[config.mk]
export PLATFORM = sky130hd
export DESIGN_NAME = rss_cell
export DESIGN_NICKNAME = d
export VERILOG_FILES = /design/src/hw/rtl/rss_pkg.sv /design/src/hw/rtl/rss_cell.sv
export SDC_FILE = /design/constraint.sdc
export NUM_CORES = 1
export LEC_CHECK = 0
export BUFFER_PORTS_ARGS = -buffer_cell sky130_fd_sc_hd__buf_2
export CAP_MARGIN = 15
export CORE_MARGIN = 4
export CORE_UTILIZATION = 40
export CTS_BUF_LIST = sky130_fd_sc_hd__clkbuf_8
export DETAILED_ROUTE_END_ITERATION = 7
export PLACE_DENSITY = 0.75
export SLEW_MARGIN = 20
export SYNTH_ARGS = -nofsm -noshare
export SYNTH_HDL_FRONTEND = slang
export SYNTH_SLANG_ARGS = --single-unit
[constraint.sdc]
create_clock -name clk -period 6.46 [get_ports clk]
set_input_delay 0.646 -clock clk [delete_from_list [all_inputs] [get_ports clk]]
set_output_delay 0.646 -clock clk [all_outputs]
set_load 0.02 [all_outputs]
[src/hw/rtl/rss_pkg.sv]
// Shared types, codes and default sizes of the ranked sorted store.
`default_nettype none
package rss_pkg;

	localparam int CAPACITY_DEF = 256;
	localparam int KEY_BITS_DEF = 32;
	localparam int KEY_IN_W     = 32;
	localparam int INDEX_W      = 8;
	localparam int RANK_W       = 8;
	localparam int STATUS_W     = 2;

	typedef enum logic {
		ACT_INSERT = 1'b0,
		ACT_REMOVE = 1'b1
	} rss_action_t;

	typedef enum logic [STATUS_W-1:0] {
		STATUS_OK    = 2'd0,
		STATUS_FULL  = 2'd1,
		STATUS_RANGE = 2'd2
	} rss_status_t;

	// Row commands, each already qualified by commit and success.
	typedef struct packed {
		logic ins;
		logic rem;
	} rss_ctl_t;

endpackage
`default_nettype wire

[src/hw/rtl/rss_cell.sv]
// One cell of the sorted row: holds one key, compares it and shifts.
`default_nettype none
module rss_cell #(
	parameter int KEY_BITS = rss_pkg::KEY_BITS_DEF,
	parameter int CMP_W    = 9,
	parameter int IDX      = 0
) (
	input  wire                           clk,
	input  wire rss_pkg::rss_ctl_t        ctl,
	input  wire logic signed [KEY_BITS-1:0] new_key,
	input  wire logic [CMP_W-1:0]         rm_idx,
	input  wire logic [CMP_W-1:0]         count,
	input  wire logic                     left_gt,
	input  wire logic signed [KEY_BITS-1:0] left_key,
	input  wire logic signed [KEY_BITS-1:0] right_key,
	output logic signed [KEY_BITS-1:0]    key_q,
	output logic                          gt
);
	import rss_pkg::*;

	logic occupied;
	logic past_hole;

	assign occupied  = CMP_W'(IDX) < count;
	assign gt        = occupied && (key_q > new_key);
	assign past_hole = CMP_W'(IDX) >= rm_idx;

	// Insert: greater keys stay, the first cell not greater takes the new
	// key and every cell behind it takes its left neighbour's key.
	always_ff @(posedge clk) begin
		if (ctl.ins && !gt) begin
			key_q <= left_gt ? new_key : left_key;
		end else if (ctl.rem && past_hole) begin
			key_q <= right_key;
		end
	end

endmodule
`default_nettype wire

### Word level (Yosys, flattened, before mapping)

Index checks and enable logic that the tools add are counted.
W data, S select, Z words.

* input port bits: 118
* output and inout bits: 33
* word-level logic and storage cells: 12
* bits in registers: 32

* order comparisons: 3
* muxes and demuxes: 3
* reduce and logical (&&, ||, !) cells: 5

Operators by type and width (number)
* $mux W32: 3
* $gt A32 B32 Y1: 1
* $ge A1 B9 Y1 const A: 1
* $lt A1 B9 Y1 const A: 1
* $logic_and A1 B1 Y1: 3
* $reduce_bool A2 Y1: 1
* $logic_not A1 Y1: 1

### Longest topological paths before layout

Gate-level depths: netlist (run 1).

* depth after elaboration: 5
* depth in mapped cells: 11
* gate-level depth less buffers: 9

### Worst setup path after synthesis (run 1)

No wires, ideal clock.

* kind: in2reg
* start point: in new_key[10]
* end point: reg key_q[0], enable pin
* data required time: 6.066 ns
* arrival time: 3.128 ns
* stages on the path: 11
* path slack: 2.938 ns
* buffers on the path: 2
* setup time: 0.394 ns
* cells stage by stage: inv_1 -> ha_1 -> a21oi_1 -> nand2_1 -> a221oi_1 -> o221ai_2 -> a21oi_2 -> a311o_1 -> buf_6 -> buf_6 -> nand2b_1

* word-level cells in the longest chain between the ends: 5

RTL lines
* start: declaration: line rss_cell.sv:10 `input wire logic signed [KEY_BITS-1:0] new_key,`
* $gt A32 B32 Y1: line rss_cell.sv:25 `assign gt = occupied && (key_q > new_key);`
* $logic_and A1 B1 Y1: line rss_cell.sv:25
* $logic_not A1 Y1: line rss_cell.sv:31 `if (ctl.ins && !gt) begin`
* $logic_and A1 B1 Y1: line rss_cell.sv:31
* $reduce_bool A2 Y1 (no line)
* end signal: assignment: line rss_cell.sv:32 `key_q <= left_gt ? new_key : left_key;`
* end signal: assignment: line rss_cell.sv:34 `key_q <= right_key;`
* end: declaration: line rss_cell.sv:16 `output logic signed [KEY_BITS-1:0] key_q,`

No other way between the ends.
A chain may end at the register's enable or synchronous reset.

### Final worst setup path (run 1)

* start point: in new_key[5]
* end point: out gt

* word-level cells in the longest chain between the ends: 2

RTL lines
* $gt A32 B32 Y1: line rss_cell.sv:25
* $logic_and A1 B1 Y1: line rss_cell.sv:25
* end: declaration: line rss_cell.sv:17 `output logic gt`

No other way between the ends.

==> flow_metrics.py, run 1 <==
metrics = {
    "clock_network": {
        "cts_buffer_depth": 2,
        "htreeDepth": 2,
        "cts_tree": "done",
        "cts_post_setup_buffers_inserted": 0,
        "cts.clk_slew.worst_paths_ns": 0.07,
        "cts_made_buffers": 5,
        "worstSkewPairLatency_ns": 0.28,
        "cts_hold_buf": 0,
        "ctsResizeCount": 0,
        "cts_sinks": 32,
        "root_buffer": "clkbuf_8",
    },
    "synth": {
        "netlist_instances": 233,
        "synth_ff_type": "edfxtp_1",
        "synth_edf_count": 32,
        "yosys_warnings": 0,
        "synthesis.area_um2": 2780,
        "ys_types": 35,
        "synth-seq-area-share_pct": 34.5,
        "yosys-top-cells-area": "edfxtp_1 35%, mux2_4 16%, ha_1 14%",
        "syn_nets": 383,
        "syn_area_per_cell_um2": 11.9,
        "synth_common_cells": "35 x mux2_2, 33 x inv_1, 32 x edfxtp_1, 32 x ha_1, 29 x mux2_4",
        "synth_area_leader_cell": "edfxtp_1",
        "ys_ff_latch": 32,
        "synth_top_area_share_pct": 34.5,
        "synthArstFlopShare_pct": 0,
        "yosysMostFrequentCell": "mux2_2",
    },
    "place": {
        "placed_cell_area_um2": 3610,
        "dpl_worst_slack_ns": 3.00,
        "portBuffers": 150,
        "dpl.hpwl_um": 5850,
        "gp_congestion": 0.831,
    },
    "pwr": {
        "leakage_nw": 1.84,
        "p_sw_w": 0.000271,
        "power_frac_seq_pct": 37.8,
        "vdd_drop_max_mv": 0.0987,
        "combPwrFrac_pct": 43.5,
        "power_density_nw_per_um2": 213,
        "swShare_pct": 34.6,
        "clockPowerShare_pct": 18.7,
        "intPower_w": 0.000513,
    },
    "status": {
        "outcome": "finished, final reports clean",
    },
    "worst_setup_path": {
        "r2r-start": "key_q[30]$_DFFE_PP_",
        "cp_data_required_time_ns": 5.81,
        "critPathArrivalTime_ns": 2.48,
        "reg2reg_to": "key_q[7]$_DFFE_PP_",
        "reg2reg_depth": 8,
        "cp-start-kind": "input pin",
        "r2r_slack_ns": 3.44,
        "end_kind": "output port",
        "cp_max_fo": 2,
        "path_class": "input pin to output port",
    },
    "final_layout": {
        "num-fill-cells": 599,
        "fin_area_um2": 3680,
        "top_regs": "key_q x32",
        "regMostFlops": "key_q",
        "largest_reg_flops": 32,
        "drive_above_1_share_pct": 60.3,
        "syn2layout_area_growth_pct": 32.3,
        "final_nets": 533,
        "insertedDiodeCount": 0,
        "final_util_pct": 54.2,
    },
    "sta": {
        "setup_ws_ns": 3.33,
        "drv_slew": 0,
        "skew_ns": 0.00996,
        "timing.final.crit_share_pct": 48.4,
        "tns_ns": 0,
        "rsz0062_at_grt": "false",
        "slew_headroom_pct": 44.6,
        "fmax_mhz": 320,
        "worst_slew_pin_slew_ns": 0.831,
        "setup_violations": 0,
        "finalHoldViolCount": 0,
        "fin_hold_ws_ns": 0.659,
        "fin_crit_ns": 3.13,
    },
    "drt": {
        "vias_per_cell": 4.84,
        "ant_nets": 0,
        "drc": 0,
        "drt_iter0_markers": 45,
        "vias": 2318,
        "first_pass_iters": 4,
        "wl_per_cell_um": 15.0,
        "drt_wl_total_um": 7190,
    },
    "global_routing": {
        "grt_usage_pct": 17.1,
        "grt_pass1_vias": 2505,
        "antenna_found_initial": 0,
        "grt_remaining_overflow": 0,
        "grt_max_degree": 33,
        "grt_pass1_wl_um": 11600,
    },
    "floorplanning": {
        "die_x_um": 91.4,
        "die_area_um2": 8360,
        "fp-row-count": 30,
        "start_util_pct": 41.0,
        "core_area_um2": 6790,
        "fp.dieH_um": 91.4,
        "io_pins": 151,
    },
    "min_path": {
        "min_to": "key_q[29]$_DFFE_PP_",
        "min_from": "right_key[29]",
        "holdPathStages": 2,
        "hold_path_class": "input pin to flop",
    },
    "run": {
        "cap_violations": 0,
    },
}
## kinds of logic after synthesis
kind of cell,after synthesis,synth area share [%]
XOR/XNOR,1,0.315
buffers and inverters,42,6.74
adder cells (fa/ha/maj),32,14.4
AO/OA/AOI/OAI,25,5.98
AND/OR/NAND/NOR,37,8.27
flip-flops,32,34.5
multiplexers,64,29.8
## cells in the final DEF, fill, tap and decap left out, types with 3 or more instances in the layout
cell	n
buf_2	150
mux2_2	35
inv_1	34
ha_1	32
edfxtp_1	32
mux2_4	29
a21oi_1	13
nand2_1	12
clkbuf_8	5
nor2_1	4
nor4_1	4
nand4_1	3
nand3_1	3
o21ai_0	3
## worst max-delay path by stage
stage,startpoint,depth (start not counted),to,slack [ns]
final,new_key[5],11,gt,3.33
after global routing,new_key[31],10,key_q[6]$_DFFE_PP_,3.10
after CTS,new_key[30],10,key_q[9]$_DFFE_PP_,3.30
after detailed placement,new_key[30],10,key_q[25]$_DFFE_PP_,3.00
after global placement,new_key[31],10,key_q[18]$_DFFE_PP_,3.06
after floorplan,new_key[10],11,key_q[0]$_DFFE_PP_,2.94
## cell type report
class | count | area (um^2) | area share (%)
Inverter | 34 | 128 | 3.46
Clock inverter | 2 | 8.76 | 0.238
Clock buffer | 5 | 68.8 | 1.87
Tap cell | 96 | 120 | 3.26
Timing Repair Buffer | 151 | 758 | 20.6
Sequential cell | 32 | 961 | 26.1
Multi-Input combinational cell | 159 | 1640 | 44.5
## layer usage
metal  vias up  global-route usage, %  part of all wire [%]
li1       1160                      -                     -
met5         -                      0                     0
met4         0                   5.53                   1.9
met1      1064                   19.3                    40
met3        10                   4.14                   6.4
met2        84                   31.3                    51
## power by group through the flow
stage	Sequential (W)	Combinational, W	Clock, W
2_1_floorplan	0.000338	0.000205	0
3_3_place_gp	0.000300	0.000336	0
3_5_place_dp	0.000302	0.000344	0
4_1_cts	0.000297	0.000346	0.000149
5_1_grt	0.000301	0.000378	0.000157
6_report	0.000297	0.000342	0.000147
## worst max-delay path: stages
cell and delay (ns):
buf_2 0.09, inv_1 0.04, ha_1 0.30, a21oi_1 0.16, o21ai_0 0.10, a221oi_1 0.33, o221ai_2 0.16, a21oi_2 0.19
xor2_1 0.15, and2_1 0.15, buf_2 0.17
## stage by stage
stage,instances,power (W)
finish,479,0.000785
global route,479,0.000836
CTS,479,0.000793
detailed placement,472,0.000646
global placement,472,0.000636
floorplan,233,0.000543
No activity file was read; power rests on OpenSTA's default activity.
==> run 2: changes to the inputs <==
Clock period 6.46 ns to 3.22 ns, I/O delays scaled along.
==> run 2 against run 1 <==
Against the previous run: via count is 0.26% lower; worst hold slack worse by 0.33 ns; first-iteration DRC count is 27% lower; cell count is 1.3% higher; critical endpoint is now key_q[31]$_DFFE_PP_; largest cell class unchanged.
==> flow_metrics.py, run 2 (synthesized netlist as in run 1, its figures left out) <==
metrics = {
    "status": {
        "outcome": "finished, final reports clean",
    },
    "worst_setup_path": {
        "cp_max_fo": 12,
        "end_kind": "flop",
        "crit_start": "key_q[10]$_DFFE_PP_",
        "critPathArrivalTime_ns": 3.06,
        "reg2reg_to": "key_q[31]$_DFFE_PP_",
        "cp-start-kind": "flop",
        "r2r_slack_ns": 0.20,
        "r2r-start": "key_q[10]$_DFFE_PP_",
        "path_class": "flop to flop",
        "critPathCapture": "key_q[31]$_DFFE_PP_",
        "cp_data_required_time_ns": 3.26,
        "reg2reg_depth": 9,
    },
    "drt": {
        "first_pass_iters": 4,
        "wl_per_cell_um": 15.0,
        "vias": 2312,
        "drt_iter0_markers": 33,
        "drc": 0,
        "drt_wl_total_um": 7280,
        "vias_per_cell": 4.77,
        "ant_nets": 0,
    },
    "place": {
        "portBuffers": 150,
        "dpl.hpwl_um": 6150,
        "gp_congestion": 0.820,
        "place_inst": 477,
        "placed_cell_area_um2": 3660,
    },
    "global_routing": {
        "grt_usage_pct": 17.4,
        "grt_pass1_vias": 2562,
        "grt_max_degree": 33,
        "grt_remaining_overflow": 0,
        "antenna_found_initial": 0,
        "grt_pass1_wl_um": 11600,
    },
    "clock_network": {
        "root_buffer": "clkbuf_8",
        "cts_tree": "done",
        "cts_sinks": 32,
        "cts.clk_slew.worst_paths_ns": 0.07,
        "cts_hold_buf": 0,
        "cts_buffer_depth": 2,
        "worstSkewPairLatency_ns": 0.28,
        "cts_post_setup_buffers_inserted": 0,
        "ctsResizeCount": 0,
        "cts_made_buffers": 5,
        "htreeDepth": 2,
    },
    "sta": {
        "worst_slew_pin_slew_ns": 0.796,
        "drv_slew": 0,
        "skew_ns": 0.00641,
        "tns_ns": 0,
        "slew_headroom_pct": 47.0,
        "fin_crit_ns": 3.02,
        "timing.final.crit_share_pct": 93.6,
        "finalHoldViolCount": 0,
        "fmax_mhz": 332,
        "rsz0062_at_grt": "false",
        "setup_violations": 0,
    },
    "floorplanning": {
        "core_area_um2": 6790,
        "start_util_pct": 41.0,
        "fp-row-count": 30,
        "io_pins": 151,
        "die_area_um2": 8360,
        "die_x_um": 91.4,
        "fp.dieH_um": 91.4,
    },
    "final_layout": {
        "final_nets": 538,
        "final_cells": 485,
        "largest_reg_flops": 32,
        "top_regs": "key_q x32",
        "syn2layout_area_growth_pct": 34.2,
        "num-fill-cells": 601,
        "regMostFlops": "key_q",
        "fin_area_um2": 3740,
        "layout_common_cells": "150 x buf_2, 35 x inv_1, 35 x mux2_2, 32 x ha_1, 32 x edfxtp_1",
        "drive_above_1_share_pct": 60.4,
        "final_common_cell": "buf_2",
        "insertedDiodeCount": 0,
    },
    "pwr": {
        "power_density_nw_per_um2": 429,
        "vdd_drop_max_mv": 0.226,
        "leakage_nw": 1.87,
        "p_total_w": 0.00160,
    },
    "min_path": {
        "hold_path_class": "input pin to flop",
    },
    "run": {
        "cap_violations": 0,
    },
}
run 2: cell types whose count changed in the layout (fill, tap and decap cells not counted):
| cell | delta |
|---|---|
| buf_4 | +4 |
| clkinv_2 | -1 |
| buf_12 | +1 |
| inv_1 | +1 |
| clkinv_1 | +1 |
run 2: per-stage QoR:
stage	utilization [%]	hold slack (ns)	setup WS [ns]
finish	55.0	0.333	0.205
global placement	53.8	0.622	0.216
global route	55.0	0.327	0.0484
CTS	55.0	0.325	0.167
detailed placement	53.8	0.626	0.140
floorplan	-	0.540	0.187
run 2: cell type report:
class	count	area, um^2	area share, %
clock inverter	3	11.3	0.301
timing repair buffer	156	808	21.6
tap	96	120	3.22
multi-input combinational	159	1640	43.9
inverter	34	128	3.42
clock buffer	5	68.8	1.84
sequential	32	961	25.7
run 2: worst min-delay path by stage:
stage	from	to	slack, ns	cells past startpoint
CTS	right_key[10]	key_q[10]$_DFFE_PP_	0.33	2
global placement	right_key[18]	key_q[18]$_DFFE_PP_	0.62	2
detailed placement	right_key[12]	key_q[12]$_DFFE_PP_	0.63	2
finish	right_key[10]	key_q[10]$_DFFE_PP_	0.33	2
floorplan	right_key[10]	key_q[10]$_DFFE_PP_	0.54	1
global route	right_key[15]	key_q[15]$_DFFE_PP_	0.33	2
run 2: where the power goes:
part | internal [W] | total, W | switching (W)
clock | 0.000144 | 0.000296 | 0.000152
combinational | 0.000350 | 0.000712 | 0.000363
sequential | 0.000558 | 0.000594 | 0.0000365
run 2: metal layers:
metal  track usage (%)  share of wire [%]  vias to the layer above
met5                 0                  0                        -
met4              4.90                1.4                        0
met3              3.98                6.0                        8
met2              34.1                 55                       78
met1              18.0                 38                     1062
li1                  -                  -                     1164
run 2: worst max-delay path: stages (launching register included):
cell and delay [ns]:
edfxtp_1 0.42, ha_1 0.32, a21oi_1 0.16, nand2_1 0.07, a221oi_1 0.36, o221ai_2 0.16, a21oi_2 0.19, a311o_2 0.44
buf_4 0.29, mux2_2 0.35
==> run 3: changes to the inputs <==
Settings changed: BUFFER_PORTS_ARGS -buffer_cell sky130_fd_sc_hd__buf_2 to -buffer_cell sky130_fd_sc_hd__clkbuf_2.
==> run 3 against run 2 <==
Against the previous run: critical path depth is the same; worst setup slack improved by 0.062 ns; critical path type unchanged; register-to-register slack better by 0.06 ns; via count grew 1.8%; critical endpoint is now key_q[5]$_DFFE_PP_; utilization stayed put.
==> flow_metrics.py, run 3 (synthesized netlist as in run 1, its figures left out) <==
metrics = {
    "status": {
        "outcome": "finished, final reports clean",
    },
    "pwr": {
        "leakage_nw": 1.91,
        "p_total_w": 0.00160,
        "intPower_w": 0.00105,
        "clockPowerShare_pct": 18.3,
        "power_frac_seq_pct": 37.2,
        "swShare_pct": 34.4,
        "power_density_nw_per_um2": 429,
        "combPwrFrac_pct": 44.5,
        "p_sw_w": 0.000551,
        "vdd_drop_max_mv": 0.200,
    },
    "global_routing": {
        "grt_max_degree": 33,
        "grt_remaining_overflow": 0,
        "grt_pass1_wl_um": 11500,
        "antenna_found_initial": 0,
        "grt_usage_pct": 17.2,
        "grt_pass1_vias": 2518,
    },
    "clock_network": {
        "cts_tree": "done",
        "ctsResizeCount": 0,
        "cts.clk_slew.worst_paths_ns": 0.07,
        "htreeDepth": 2,
        "worstSkewPairLatency_ns": 0.28,
        "cts_sinks": 32,
        "cts_buffer_depth": 2,
        "cts_post_setup_buffers_inserted": 0,
        "cts_hold_buf": 0,
        "root_buffer": "clkbuf_8",
        "cts_made_buffers": 5,
    },
    "run": {
        "cap_violations": 0,
    },
    "worst_setup_path": {
        "end_kind": "flop",
        "cp-start-kind": "flop",
        "cp_data_required_time_ns": 3.25,
        "path_class": "flop to flop",
        "cp_max_fo": 11,
        "critPathArrivalTime_ns": 2.98,
    },
    "final_layout": {
        "syn2layout_area_growth_pct": 34.2,
        "layout_common_cells": "150 x clkbuf_2, 35 x inv_1, 35 x mux2_2, 32 x ha_1, 32 x edfxtp_1",
        "final_cells": 485,
        "multi_input_area_um2": 1640,
        "final_common_cell": "clkbuf_2",
        "drive_above_1_share_pct": 60.4,
        "regMostFlops": "key_q",
        "final_util_pct": 55.0,
        "largest_reg_flops": 32,
        "insertedDiodeCount": 0,
        "regArea_um2": 961,
        "final_nets": 538,
        "num-fill-cells": 623,
        "top_regs": "key_q x32",
    },
    "place": {
        "gp_congestion": 0.845,
        "dpl.hpwl_um": 6130,
        "portBuffers": 150,
        "place_inst": 477,
    },
    "sta": {
        "skew_ns": 0.00936,
        "rsz0062_at_grt": "false",
        "drv_slew": 0,
        "finalHoldViolCount": 0,
        "slew_headroom_pct": 41.4,
        "worst_slew_pin_slew_ns": 0.878,
        "setup_violations": 0,
        "timing.final.crit_share_pct": 91.7,
        "fin_crit_ns": 2.95,
        "fin_hold_ws_ns": 0.337,
        "fmax_mhz": 339,
        "tns_ns": 0,
    },
    "drt": {
        "drt_wl_total_um": 7230,
        "wl_per_cell_um": 14.9,
        "ant_nets": 0,
        "first_pass_iters": 4,
        "drc": 0,
        "vias_per_cell": 4.85,
        "drt_iter0_markers": 78,
        "vias": 2354,
    },
    "floorplanning": {
        "start_util_pct": 41.0,
        "die_x_um": 91.4,
        "fp.dieH_um": 91.4,
        "io_pins": 151,
        "die_area_um2": 8360,
        "fp-row-count": 30,
        "core_area_um2": 6790,
    },
    "min_path": {
        "hold_path_class": "input pin to flop",
    },
}
==> run 3: cell count changes in the layout (fill, tap and decap cells not counted), sizes merged <==
cell,before,now
buf,156,6
clkbuf,5,155
==> run 3: worst max-delay path, stage by stage, from the launching register on <==
cell and delay, ns:
edfxtp_1 0.41, ha_1 0.35, nand4_2 0.19, nor4b_4 0.29, inv_2 0.06, o221ai_2 0.20, a21oi_2 0.09, a311o_2 0.55
buf_4 0.26, mux2_4 0.31
==> run 3: final timing paths <==
| kind | cells past startpoint | endpoint | slack, ns | startpoint |
|---|---|---|---|---|
| hold reg to reg | 3 | key_q[28]$_DFFE_PP_ | 1.33 | key_q[31]$_DFFE_PP_ |
| setup reg to reg | 9 | key_q[5]$_DFFE_PP_ | 0.27 | key_q[14]$_DFFE_PP_ |
| setup / recovery | 9 | key_q[5]$_DFFE_PP_ | 0.27 | key_q[14]$_DFFE_PP_ |
| hold / removal | 2 | key_q[9]$_DFFE_PP_ | 0.34 | right_key[9] |
==> run 3: power groups by stage <==
stage / sequential (W) / clock [W] / combinational [W]
after floorplan: 0.000677 / 0 / 0.000411
after CTS: 0.000596 / 0.000308 / 0.000722
after detailed placement: 0.000605 / 0 / 0.000717
final: 0.000595 / 0.000293 / 0.000713
after global placement: 0.000602 / 0 / 0.000698
after global routing: 0.000602 / 0.000326 / 0.000782
==> run 3: per-stage QoR <==
| step | worst slack, ns | instance area [um^2] |
|---|---|---|
| 3_3_place_gp | 0.262 | 3660 |
| 5_1_grt | 0.102 | 3740 |
| 4_1_cts | 0.238 | 3740 |
| 6_report | 0.267 | 3740 |
| 2_1_floorplan | 0.187 | 2790 |
| 3_5_place_dp | 0.202 | 3660 |
==> run 3: area by class of cell <==
| type | count | area share (%) |
|---|---|---|
| Timing Repair Buffer | 156 | 21.6 |
| Multi-Input combinational cell | 159 | 43.9 |
| Inverter | 34 | 3.42 |
| Tap cell | 96 | 3.22 |
| Clock inverter | 3 | 0.301 |
| Sequential cell | 32 | 25.7 |
| Clock buffer | 5 | 1.84 |
==> run 3: per-layer routing <==
layer | vias to the layer above | global-route usage, % | wire, um
li1 | 1169 | - | -
met1 | 1093 | 18.2 | 2720
met2 | 80 | 33.2 | 3940
met3 | 12 | 4.14 | 416
met4 | 0 | 5.28 | 157
met5 | - | 0 | 0
